$ cat config.mk
export PLATFORM = sky130hd
export DESIGN_NAME = wct_ram
export DESIGN_NICKNAME = d
export VERILOG_FILES = /design/src/wct_ram.sv
export SDC_FILE = /design/constraint.sdc
export NUM_CORES = 2
export LEC_CHECK = 0
export BUFFER_PORTS_ARGS = -buffer_cell sky130_fd_sc_hd__buf_4
export CAP_MARGIN = 0
export CORE_UTILIZATION = 60
export DETAILED_ROUTE_END_ITERATION = 8
export GPL_TIMING_DRIVEN = 0
export PLACE_DENSITY = 0.76
export SETUP_SLACK_MARGIN = 0.3
export SLEW_MARGIN = 15
export SYNTH_ARGS = -nofsm -noshare
export SYNTH_HDL_FRONTEND = slang
export SYNTH_SLANG_ARGS = --single-unit
$ cat constraint.sdc
create_clock -name clk -period 3.5 [get_ports clk]
set_input_delay 0.7 -clock clk [delete_from_list [all_inputs] [get_ports clk]]
set_output_delay 0.7 -clock clk [all_outputs]
set_load 0.05 [all_outputs]
$ cat src/wct_ram.sv
// wct_ram: generic single-write, single-read RAM with registered read data.
// No dependencies.
module wct_ram #(
  parameter int WIDTH = 8,
  parameter int DEPTH = 256
) (
  input  logic                     clk,
  input  logic                     we,
  input  logic [$clog2(DEPTH)-1:0] waddr,
  input  logic [WIDTH-1:0]         wdata,
  input  logic [$clog2(DEPTH)-1:0] raddr,
  output logic [WIDTH-1:0]         rdata
);

  logic [WIDTH-1:0] mem [DEPTH];

  always_ff @(posedge clk) begin
    if (we) begin
      mem[waddr] <= wdata;
    end
    rdata <= mem[raddr];
  end

endmodule

==> impl_summary.log <==
INFO  metric run_status = finished, final reports clean
INFO  metric async_reset_ff_share = 0%
INFO  metric non_filler_cell_area_final = 0.08932 mm2
INFO  metric leakage = 27.55 nW
INFO  metric cts_htree_levels = 4
INFO  metric crit_slowest_cell = nor2_1
INFO  metric timing.critical_path.required = 3940 ps
INFO  metric ys_seq_area_share = 77.50%
INFO  metric grt_antenna_before_repair = 9
INFO  metric setup_ws_final = 2.991 ps
INFO  metric die_area = 0.1341 mm2
INFO  metric critical_path_cell_count = 6
INFO  metric ys_ff_latch = 2,056
INFO  metric layout.cells.most_common_list = edfxtp_1, mux4_2, clkbuf_16, nor2_1, mux2i_1
INFO  metric mappedNetlistArea = 0.07956 mm2
INFO  metric post_detailed_route_drc_marker_count = 0
INFO  metric start_kind = primary input
INFO  metric cts.path.max_buffers = 3
INFO  metric period_needed = 3497 ps
INFO  metric critical_path_peak_fanout = 10
INFO  metric routabilityCongestion = 0.9750
INFO  metric path_cells = clkbuf_1 -> nor2b_1 -> clkbuf_1 -> nand3_1 -> clkbuf_2 -> nor2_1
INFO  metric clock-root-buffer = clkbuf_16
INFO  metric tightestPinTransition = 1407 ps
INFO  metric timing.hold.worst.class = in2reg
INFO  metric globalRouteMet1Util = 46.50%
INFO  metric number_of_buffers_added_by_the_clock_tree_synthesis_step = 195
INFO  metric rr_worst_depth = 6
INFO  metric ys_types = 55
INFO  metric vias_per_cell = 7.315
INFO  metric path_clk_slew = 60 ps
INFO  metric pre_cts_ws = -1472 ps
INFO  metric synth_area_per_cell = 21.31 um2
INFO  metric net_count_after_synthesis = 3,759
INFO  metric grt.total_usage = 35.46%
INFO  metric cts_tree = done
INFO  metric grt_busiest_layer = met2
INFO  metric powerDensity = 565.9 mW/mm2
INFO  metric cap_violations = 0
INFO  metric layout-drive-gt1-share = 26.24%
INFO  metric critical_path.top_delay_family = buffers and inverters
INFO  metric setup_viol = 0
INFO  metric finalWirelength = 237.6 mm
INFO  metric dominantRegCellSynth = edfxtp_1
INFO  metric crit_path_end_kind = flop
INFO  metric cpPeakStageDelay = 890 ps
INFO  metric place_area = 0.08257 mm2
INFO  metric yosys_warnings = 0
INFO  metric category_of_the_critical_setup_timing_path = in2reg
INFO  metric min_delay_path_depth = 1
INFO  metric die_height = 366.1 um
INFO  metric count_of_flip_flops_with_a_built_in_enable_after_synthesis = 2,048
INFO  metric fp-row-count = 133
INFO  metric final_min_period_over_clock_period = 99.91%
INFO  metric largest_net_degree_at_the_start_of_global_routing = 142
INFO  metric nNetsFinal = 4,006
INFO  metric internal_power = 39.23 mW
INFO  metric worst_vdd_drop = 0.5949 mV
INFO  metric initial_core_utilization = 60.52%
INFO  metric clock_power_share = 40.1%
INFO  metric clock_sinks = 2,056
INFO  metric port-buffer-count = 26
INFO  metric final_antenna_net_count = 0
INFO  metric maxClockFrequency = 286.0 MHz
INFO  metric finalMaxSlewViolations = 0
INFO  metric unrepaired_setup_endpoints_after_global_routing = true
INFO  metric groute.layer.met3.usage = 12.31%
INFO  metric postSynthCellCount = 3,733
INFO  metric drtIter0Drc = 7,793
INFO  metric num_io_pins = 34
INFO  metric critPathBufInv = 3
INFO  metric design.core.area = 0.1315 mm2
INFO  metric critPathMostFrequentCell = clkbuf_1
INFO  metric first_pass_grt_wire_length = 323.7 mm
INFO  metric switching_power = 11.31 mW
INFO  metric routed-via-count = 43.12k
INFO  metric wire_per_inst = 40.31 um
INFO  metric seq_power_share = 53.7%
INFO  metric timing.slew.headroom = 5.880%
INFO  metric die_w = 366.1 um
INFO  metric via_count_of_the_first_global_routing_pass = 41.69k
INFO  metric power.combinational.fraction = 6.1%
INFO  metric globalRouteOverflowTotal = 0
INFO  metric detail_route.first_pass.iterations = 6
INFO  metric synthToLayoutAreaGrowth = 12.27%
INFO  metric fin_worst_skew = 28.99 ps
INFO  metric finalHoldViolations = 0
INFO  metric timing.critical_path.arrival = 3930 ps
INFO  metric final_common_cell = edfxtp_1
INFO  metric p_sw_share = 22.38%
INFO  metric grt.met2_usage = 51.18%
INFO  metric dp_hpwl = 154.3 mm
INFO  metric clk_latency = 840 ps
[layer usage]
layer / up-vias / wire length [um]
met5: - / 94
met4: 12 / 16930
met3: 807 / 36920
met2: 4078 / 106000
met1: 22040 / 77640
li1: 16180 / -
[final timing paths]
kind | from | slack [ps] | endpoint
max | waddr[0] | 3 | mem[185][2]
min | wdata[1] | 270 | mem[207][1]
max reg2reg | mem[24][5] | 630 | rdata[5]
min reg2reg | mem[40][3] | 1270 | rdata[3]
[logic make-up after synthesis]
family / after synthesis / synth area share [%]
AOI/OAI and AO/OA: 385 / 3.419
buffers and inverters: 235 / 1.831
DFF: 2056 / 77.50
muxes: 591 / 14.62
and+or+nand+nor: 466 / 2.628
[registers in the layout (all words and copies together) (netlist names)]
signal and count:
mem 2048, rdata 8
[stage by stage]
stage                     utilization [%]  hold slack [ps]  power (mW)  TNS [ps]  std cells
after detailed placement            62.81             1121       30.55   -560760       5536
after global routing                67.93            267.5       51.33         0       5890
after CTS                           67.69            248.5       50.30         0       5890
final                               67.94            274.1       50.54         0       5894
after global placement              62.33             1155       30.46   -921970       5514
after floorplan                         -            769.9       29.06         0       3733
[synth_stat cells (3+ instances only)]
library cell / n / area, um2
o21ai_0: 10 / 50.05
nand2_1: 33 / 123.9
edfxtp_1: 2048 / 61500
a21oi_1: 96 / 480.5
a22oi_1: 133 / 998.5
and2_1: 6 / 37.54
a211oi_1: 16 / 120.1
a22o_1: 8 / 70.07
nor3_1: 22 / 110.1
or2_2: 4 / 25.02
o221ai_1: 46 / 402.9
buf_12: 8 / 160.2
dfxtp_1: 8 / 160.2
nand3_1: 34 / 170.2
o32ai_1: 4 / 35.03
clkbuf_1: 111 / 416.7
mux4_2: 454 / 10220
nor2b_1: 31 / 193.9
a221oi_1: 13 / 113.9
nand2b_1: 8 / 50.05
o211ai_1: 10 / 75.07
buf_8: 13 / 195.2
buf_1: 22 / 82.58
buf_2: 31 / 155.2
buf_4: 27 / 202.7
nor4_1: 24 / 150.1
buf_6: 21 / 236.5
o22ai_1: 28 / 175.2
mux2i_1: 134 / 1341
nor2_1: 282 / 1059
nor4_2: 3 / 37.54
nand4_1: 10 / 62.56
o22a_1: 5 / 43.79
[timing repair]
| item | 4_1_cts | 5_1_grt |
|---|---|---|
| buffers inserted | 2 | 0 |
| hold buffers | 0 | 0 |
| cloned | 0 | 0 |
| pin swaps | 1 | 2 |
| gates resized for setup | 113 | 122 |
| setup endpoints to repair | 235 | 762 |
[power groups by stage]
| stage | Sequential (mW) | Combinational [mW] | Clock [mW] |
|---|---|---|---|
| CTS | 27.2 | 2.95 | 20.2 |
| global placement | 27.7 | 2.74 | 0 |
| finish | 27.2 | 3.10 | 20.3 |
| floorplan | 27.7 | 1.32 | 0 |
| detailed placement | 27.7 | 2.87 | 0 |
| global route | 27.2 | 3.10 | 21.1 |
[layout make-up]
cell class	count	area, um2
clock inverters	103	767.0
multi-input cells	1442	17100
well taps	1755	2196
repair buffers	50	773.2
plain buffers	233	1595
diodes	4	10.01
flip-flops and latches	2056	61660
fillers	8012	42150
inverters	2	7.507
clock buffers	249	5210
Power figures use the tool's default switching activity.
