[src/wct_pkg.sv]
// wct_pkg: sizes, field widths, codes and address helpers for the tile synthesizer.
// Used by wct_mod and wave_collapse_tile_synth; depends on nothing.
package wct_pkg;

  localparam int TILE     = 3;
  localparam int OUT_W    = 32;
  localparam int OUT_H    = 32;
  localparam int BASE_MAX = 16;

  localparam int PSIDE    = BASE_MAX - TILE + 1;
  localparam int NPAT_MAX = PSIDE * PSIDE;
  localparam int RES_W    = OUT_W + TILE - 1;
  localparam int RES_H    = OUT_H + TILE - 1;
  localparam int NCELL    = OUT_W * OUT_H;
  localparam int OUT_NPIX = RES_W * RES_H;
  localparam int BASE_N   = BASE_MAX * BASE_MAX;
  localparam int TT       = TILE * TILE;

  localparam int CLR_A    = (OUT_NPIX > NCELL) ? OUT_NPIX : NCELL;
  localparam int CLR_LEN  = (CLR_A > BASE_N) ? CLR_A : BASE_N + 1;

  localparam int CNT_W = $clog2(NPAT_MAX + 1);
  localparam int PC_W  = $clog2(PSIDE + 1);
  localparam int CR_W  = $clog2(OUT_H);
  localparam int CC_W  = $clog2(OUT_W);
  localparam int NR_W  = CR_W + 2;
  localparam int NC_W  = CC_W + 2;
  localparam int OA_W  = $clog2(OUT_NPIX);
  localparam int CA_W  = $clog2(NCELL);
  localparam int SC_W  = $clog2(NCELL + 1);
  localparam int BA_W  = $clog2(BASE_N);
  localparam int IDX_W = $clog2(CLR_LEN + 1);
  localparam int Q_W   = $clog2(TT + 1);
  localparam int WI_W  = $clog2(TT);
  localparam int T_W   = $clog2(TILE);
  localparam int D_W   = $clog2(2 * TILE - 1);
  localparam int RND_W = 31;
  localparam int DIM_W = 5;

  localparam logic [1:0] MODE_LOAD  = 2'd0;
  localparam logic [1:0] MODE_START = 2'd1;
  localparam logic [1:0] MODE_STEP  = 2'd2;
  localparam logic [1:0] MODE_READ  = 2'd3;

  localparam logic CFG_WIDTH  = 1'b0;
  localparam logic CFG_HEIGHT = 1'b1;

  typedef struct packed {
    logic                live;
    logic [CNT_W-1:0]    cnt;
    logic [NPAT_MAX-1:0] alive;
  } cell_t;

  function automatic logic [OA_W-1:0] out_addr(input int r, input int c);
    return OA_W'(r * RES_W + c);
  endfunction

  function automatic logic [CA_W-1:0] cell_addr(input int r, input int c);
    return CA_W'(r * OUT_W + c);
  endfunction

  function automatic logic [BA_W-1:0] base_addr(input int r, input int c);
    return BA_W'(r * BASE_MAX + c);
  endfunction

  function automatic logic [PC_W-1:0] pat_side(input logic [DIM_W-1:0] v);
    int d;
    d = int'(v);
    if (d < TILE) d = TILE;
    if (d > BASE_MAX) d = BASE_MAX;
    return PC_W'(d - (TILE - 1));
  endfunction

endpackage

[src/wct_mod.sv]
// wct_mod: iterative remainder unit, one dividend bit per cycle (restoring).
// Depends on wct_pkg.
module wct_mod import wct_pkg::*; (
  input  logic             clk,
  input  logic             rst_n,
  input  logic             start,
  input  logic [RND_W-1:0] dividend,
  input  logic [CNT_W-1:0] divisor,
  output logic             done,
  output logic [CNT_W-1:0] rem
);

  localparam int K_W = $clog2(RND_W + 1);

  logic             busy_r;
  logic             done_r;
  logic [K_W-1:0]   cnt_r;
  logic [RND_W-1:0] dvd_r;
  logic [CNT_W-1:0] dvs_r;
  logic [CNT_W-1:0] rem_r;
  logic [CNT_W:0]   trial;
  logic [CNT_W:0]   diff;

  assign trial = {rem_r, dvd_r[RND_W-1]};
  assign diff  = trial - {1'b0, dvs_r};

  always_ff @(posedge clk) begin
    if (!rst_n) begin
      busy_r <= 1'b0;
      done_r <= 1'b0;
    end else begin
      done_r <= 1'b0;
      if (start) begin
        busy_r <= 1'b1;
        cnt_r  <= K_W'(RND_W);
        dvd_r  <= dividend;
        dvs_r  <= divisor;
        rem_r  <= '0;
      end else if (busy_r) begin
        dvd_r <= {dvd_r[RND_W-2:0], 1'b0};
        if (trial >= {1'b0, dvs_r}) begin
          rem_r <= diff[CNT_W-1:0];
        end else begin
          rem_r <= trial[CNT_W-1:0];
        end
        cnt_r <= cnt_r - 1'b1;
        if (cnt_r == K_W'(1)) begin
          busy_r <= 1'b0;
          done_r <= 1'b1;
        end
      end
    end
  end

  assign done = done_r;
  assign rem  = rem_r;

endmodule

[config.mk]
export PLATFORM = sky130hd
export DESIGN_NAME = wct_mod
export DESIGN_NICKNAME = d
export VERILOG_FILES = /design/src/wct_pkg.sv /design/src/wct_mod.sv
export SDC_FILE = /design/constraint.sdc
export NUM_CORES = 1
export LEC_CHECK = 0
export ABC_AREA = 0
export BUFFER_PORTS_ARGS = -buffer_cell sky130_fd_sc_hd__buf_4
export CAP_MARGIN = 25
export CORE_ASPECT_RATIO = 1.5
export CORE_MARGIN = 1
export CORE_UTILIZATION = 50
export CTS_CLUSTER_DIAMETER = 60
export DETAILED_ROUTE_END_ITERATION = 8
export PLACE_DENSITY_LB_ADDON = 0.1
export SETUP_SLACK_MARGIN = 0.2
export SYNTH_ARGS = -nofsm -noshare
export SYNTH_HDL_FRONTEND = slang
export SYNTH_SLANG_ARGS = --single-unit
[constraint.sdc]
create_clock -name clk -period 5 [get_ports clk]
set_input_delay 1 -clock clk [delete_from_list [all_inputs] [get_ports clk]]
set_output_delay 1 -clock clk [all_outputs]
set_load 0.01 [all_outputs]
==> impl_metrics.csv <==
group,metric,value,unit
run_status,outcome,"finished clean",
critical_path,cp_data_arrival_time,2.17,ns
place,place_area,3157,sq um
die,die-height,92.27,um
routing,drtIter0Drc,85,
place,io_buffers,50,
logic_synthesis,ys_ff_latch,54,
logic_synthesis,synthCells,190,
logic_synthesis,synth_flop_cell,"edfxtp_1",
critical_path,end_kind,"register",
logic_synthesis,ys_types,44,
logic_synthesis,synth_area,2716,sq um
logic_synthesis,ys_async_sr_fraction,0,
grt,gr-usage-all-layers,0.1670,
routing,wl,4520,um
sta,report.final.slew_viol_count,0,
critical_path,path_max_fanout,47,
logic_synthesis,yosys.area.top_type,"edfxtp_1",
clocking,cts.clk_slew.worst_paths,0.09,ns
routing,dr_wl_met2,2420,um
cells_and_area,area_growth,21.83,%
routing,dr.max_layer_used,"met4",
routing,ant_nets,0,
clocking,htreeDepth,2,
clocking,cts_resized,0,
power_and_ir_drop,leakagePower,1.284,nW
routing,drc,0,
die,die_area,5737,sq um
routing,vias,1667,
logic_synthesis,yosys_warnings,0,
die,pin_count,51,
cells_and_area,layout-drive-gt1-share,0.4016,
cells_and_area,regArea,1602,sq um
cells_and_area,n_fill_cell,421,
grt,first_global_vias,1700,
sta,report.final.hold_viol_count,0,
sta,rsz0062_at_grt,"no",
cells_and_area,finalNetCount,296,
logic_synthesis,synth_edf_count,52,
sta,maxSlewHeadroom,0.6775,
clocking,insertion_delay,0.30,ns
cells_and_area,fin_area,3309,sq um
sta,max_freq,460.8,MHz
die,start_util,0.5219,
clocking,cts_setup_buffers,0,
critical_path,crit_type,"input port to register",
routing,drtPass1Iterations,4,
grt,grt_max_degree,48,
routing,avgRoutedWirePerCell,14.49,um
routing,viasPerCell,5.343,
clocking,clock-sinks,54,
logic_synthesis,ys_seq_area_frac,0.5896,
sta,fin_setup_tns,0,ns
die,rows,32,
grt,antenna_found_initial,0,
sta,fin_crit,2.170,ns
clocking,cts_made_buffers,5,
grt,overflow,0,
critical_path,start_kind,"input port",
power_and_ir_drop,ir_drop,0.2041,mV
die,die_w,62.18,um
sta,period_share,0.4341,
min_path,min_path_type,"register to register",
sta,fin_skew,0.007971,ns
routing,wl_met3,174,um
run,maxCapViolCount,0,
grt,grt_pass1_wl,7514,um
logic_synthesis,synthTopCellsByArea,"edfxtp_1 57%, mux2_2 12%, ha_1 4.6%",
clocking,cts_tree,"built",
clocking,cts-root-buf,"clkbuf_8",
cells_and_area,multi_input_comb_area,1046,sq um
routing,wl_met1,1872,um
cells_and_area,antenna_cells,0,
sta,tightest_slew,0.4715,ns
critical_path,cp.required,5.00,ns
place,gp_congestion,0.8121,
clocking,holdBufCountCts,0,
clocking,clockBufferDepth,2,
sta,setup_viol,0,
logic_synthesis,synth_top_area_frac,0.5749,
power_and_ir_drop,power_density,324.6,nW/um^2
place,dpl.hpwl,3241,um
die,core_area,5205,sq um
logic_synthesis,syn-mean-instance-area,14.30,sq um
logic_synthesis,synth_fp_nets,243,
synth_stat cells, types with 2 or more instances:
cell / number
buf_2: 2
nand3_1: 6
edfxtp_1: 52
nand2b_1: 5
and2_1: 2
nor2_1: 2
a211o_1: 2
nand2_1: 3
o21a_1: 3
o21ai_0: 6
mux2_2: 30
and3_1: 2
ha_1: 10
xnor2_1: 3
a211oi_1: 3
nor2b_1: 4
inv_1: 13
a21oi_1: 9
clkbuf_1: 3
nor3_1: 5
dfxtp_1: 2
sequential cells by signal (all words and copies together) (netlist names):
signal and count:
busy_r 1, cnt_r 5, done 1, dvd_r 31, dvs_r 8, rem 8
critical path, cell delays in order:
cell,delay (ns)
buf_4,0.41
o21a_2,0.48
buf_12,0.25
power by group:
part | internal, mW | switching [mW] | leakage [nW]
Clock | 0.198 | 0.134 | 0.0658
Sequential | 0.536 | 0.0142 | 0.508
Combinational | 0.0990 | 0.0931 | 0.711
worst paths after layout:
| check | from | end | slack, ns | cells past startpoint |
|---|---|---|---|---|
| max reg2reg | rem[5] | rem[1] | 2.85 | 5 |
| max | start | dvd_r[16] | 2.83 | 3 |
| min reg2reg | busy_r | done | 0.52 | 1 |
| min | busy_r | done | 0.52 | 1 |
cells by family after synthesis:
kind of cell	share of synthesized area
AND/OR/NAND/NOR	0.07738
AO/OA/AOI/OAI	0.1198
flip-flops	0.5896
XOR/XNOR	0.009675
adder cells (fa/ha/maj)	0.05343
multiplexers	0.1244
buffers and inverters	0.02580
placed cells by master (no fill, tap or decap), types with 3 or more instances in the layout:
master    count
inv_1        13
nand2_1       3
nand2b_1      5
a211oi_1      3
buf_4        50
clkbuf_8      5
mux2_2       30
edfxtp_1     52
o21ai_0       6
xnor2_1       3
nor3_1        5
nor2b_1       4
ha_1         10
a21oi_1       9
nand3_1       6
per-stage QoR:
step | setup WS (ns) | hold WS [ns] | std cells | utilization | power [mW]
after floorplan | 2.189 | 0.4909 | 190 | - | 0.6888
after global placement | 2.210 | 0.5033 | 303 | 0.6065 | 0.7491
after detailed placement | 2.225 | 0.5082 | 303 | 0.6065 | 0.7515
after CTS | 2.537 | 0.5210 | 311 | 0.6320 | 1.083
after global routing | 2.721 | 0.5469 | 312 | 0.6358 | 1.121
final | 2.830 | 0.5216 | 312 | 0.6358 | 1.074
metal layers:
| layer | track usage | up-vias |
|---|---|---|
| li1 | - | 833 |
| met5 | 0 | - |
| met2 | 0.3022 | 41 |
| met1 | 0.1952 | 789 |
| met3 | 0.03483 | 4 |
| met4 | 0.05426 | 0 |
layout make-up:
| type | instances | area share |
|---|---|---|
| Clock buffer | 5 | 0.02079 |
| Timing Repair Buffer | 51 | 0.1195 |
| Sequential cell | 54 | 0.4839 |
| Tap cell | 68 | 0.02571 |
| Clock inverter | 3 | 0.01928 |
| Inverter | 13 | 0.01474 |
| Multi-Input combinational cell | 118 | 0.3161 |
No activity file was read; power rests on OpenSTA's default activity.
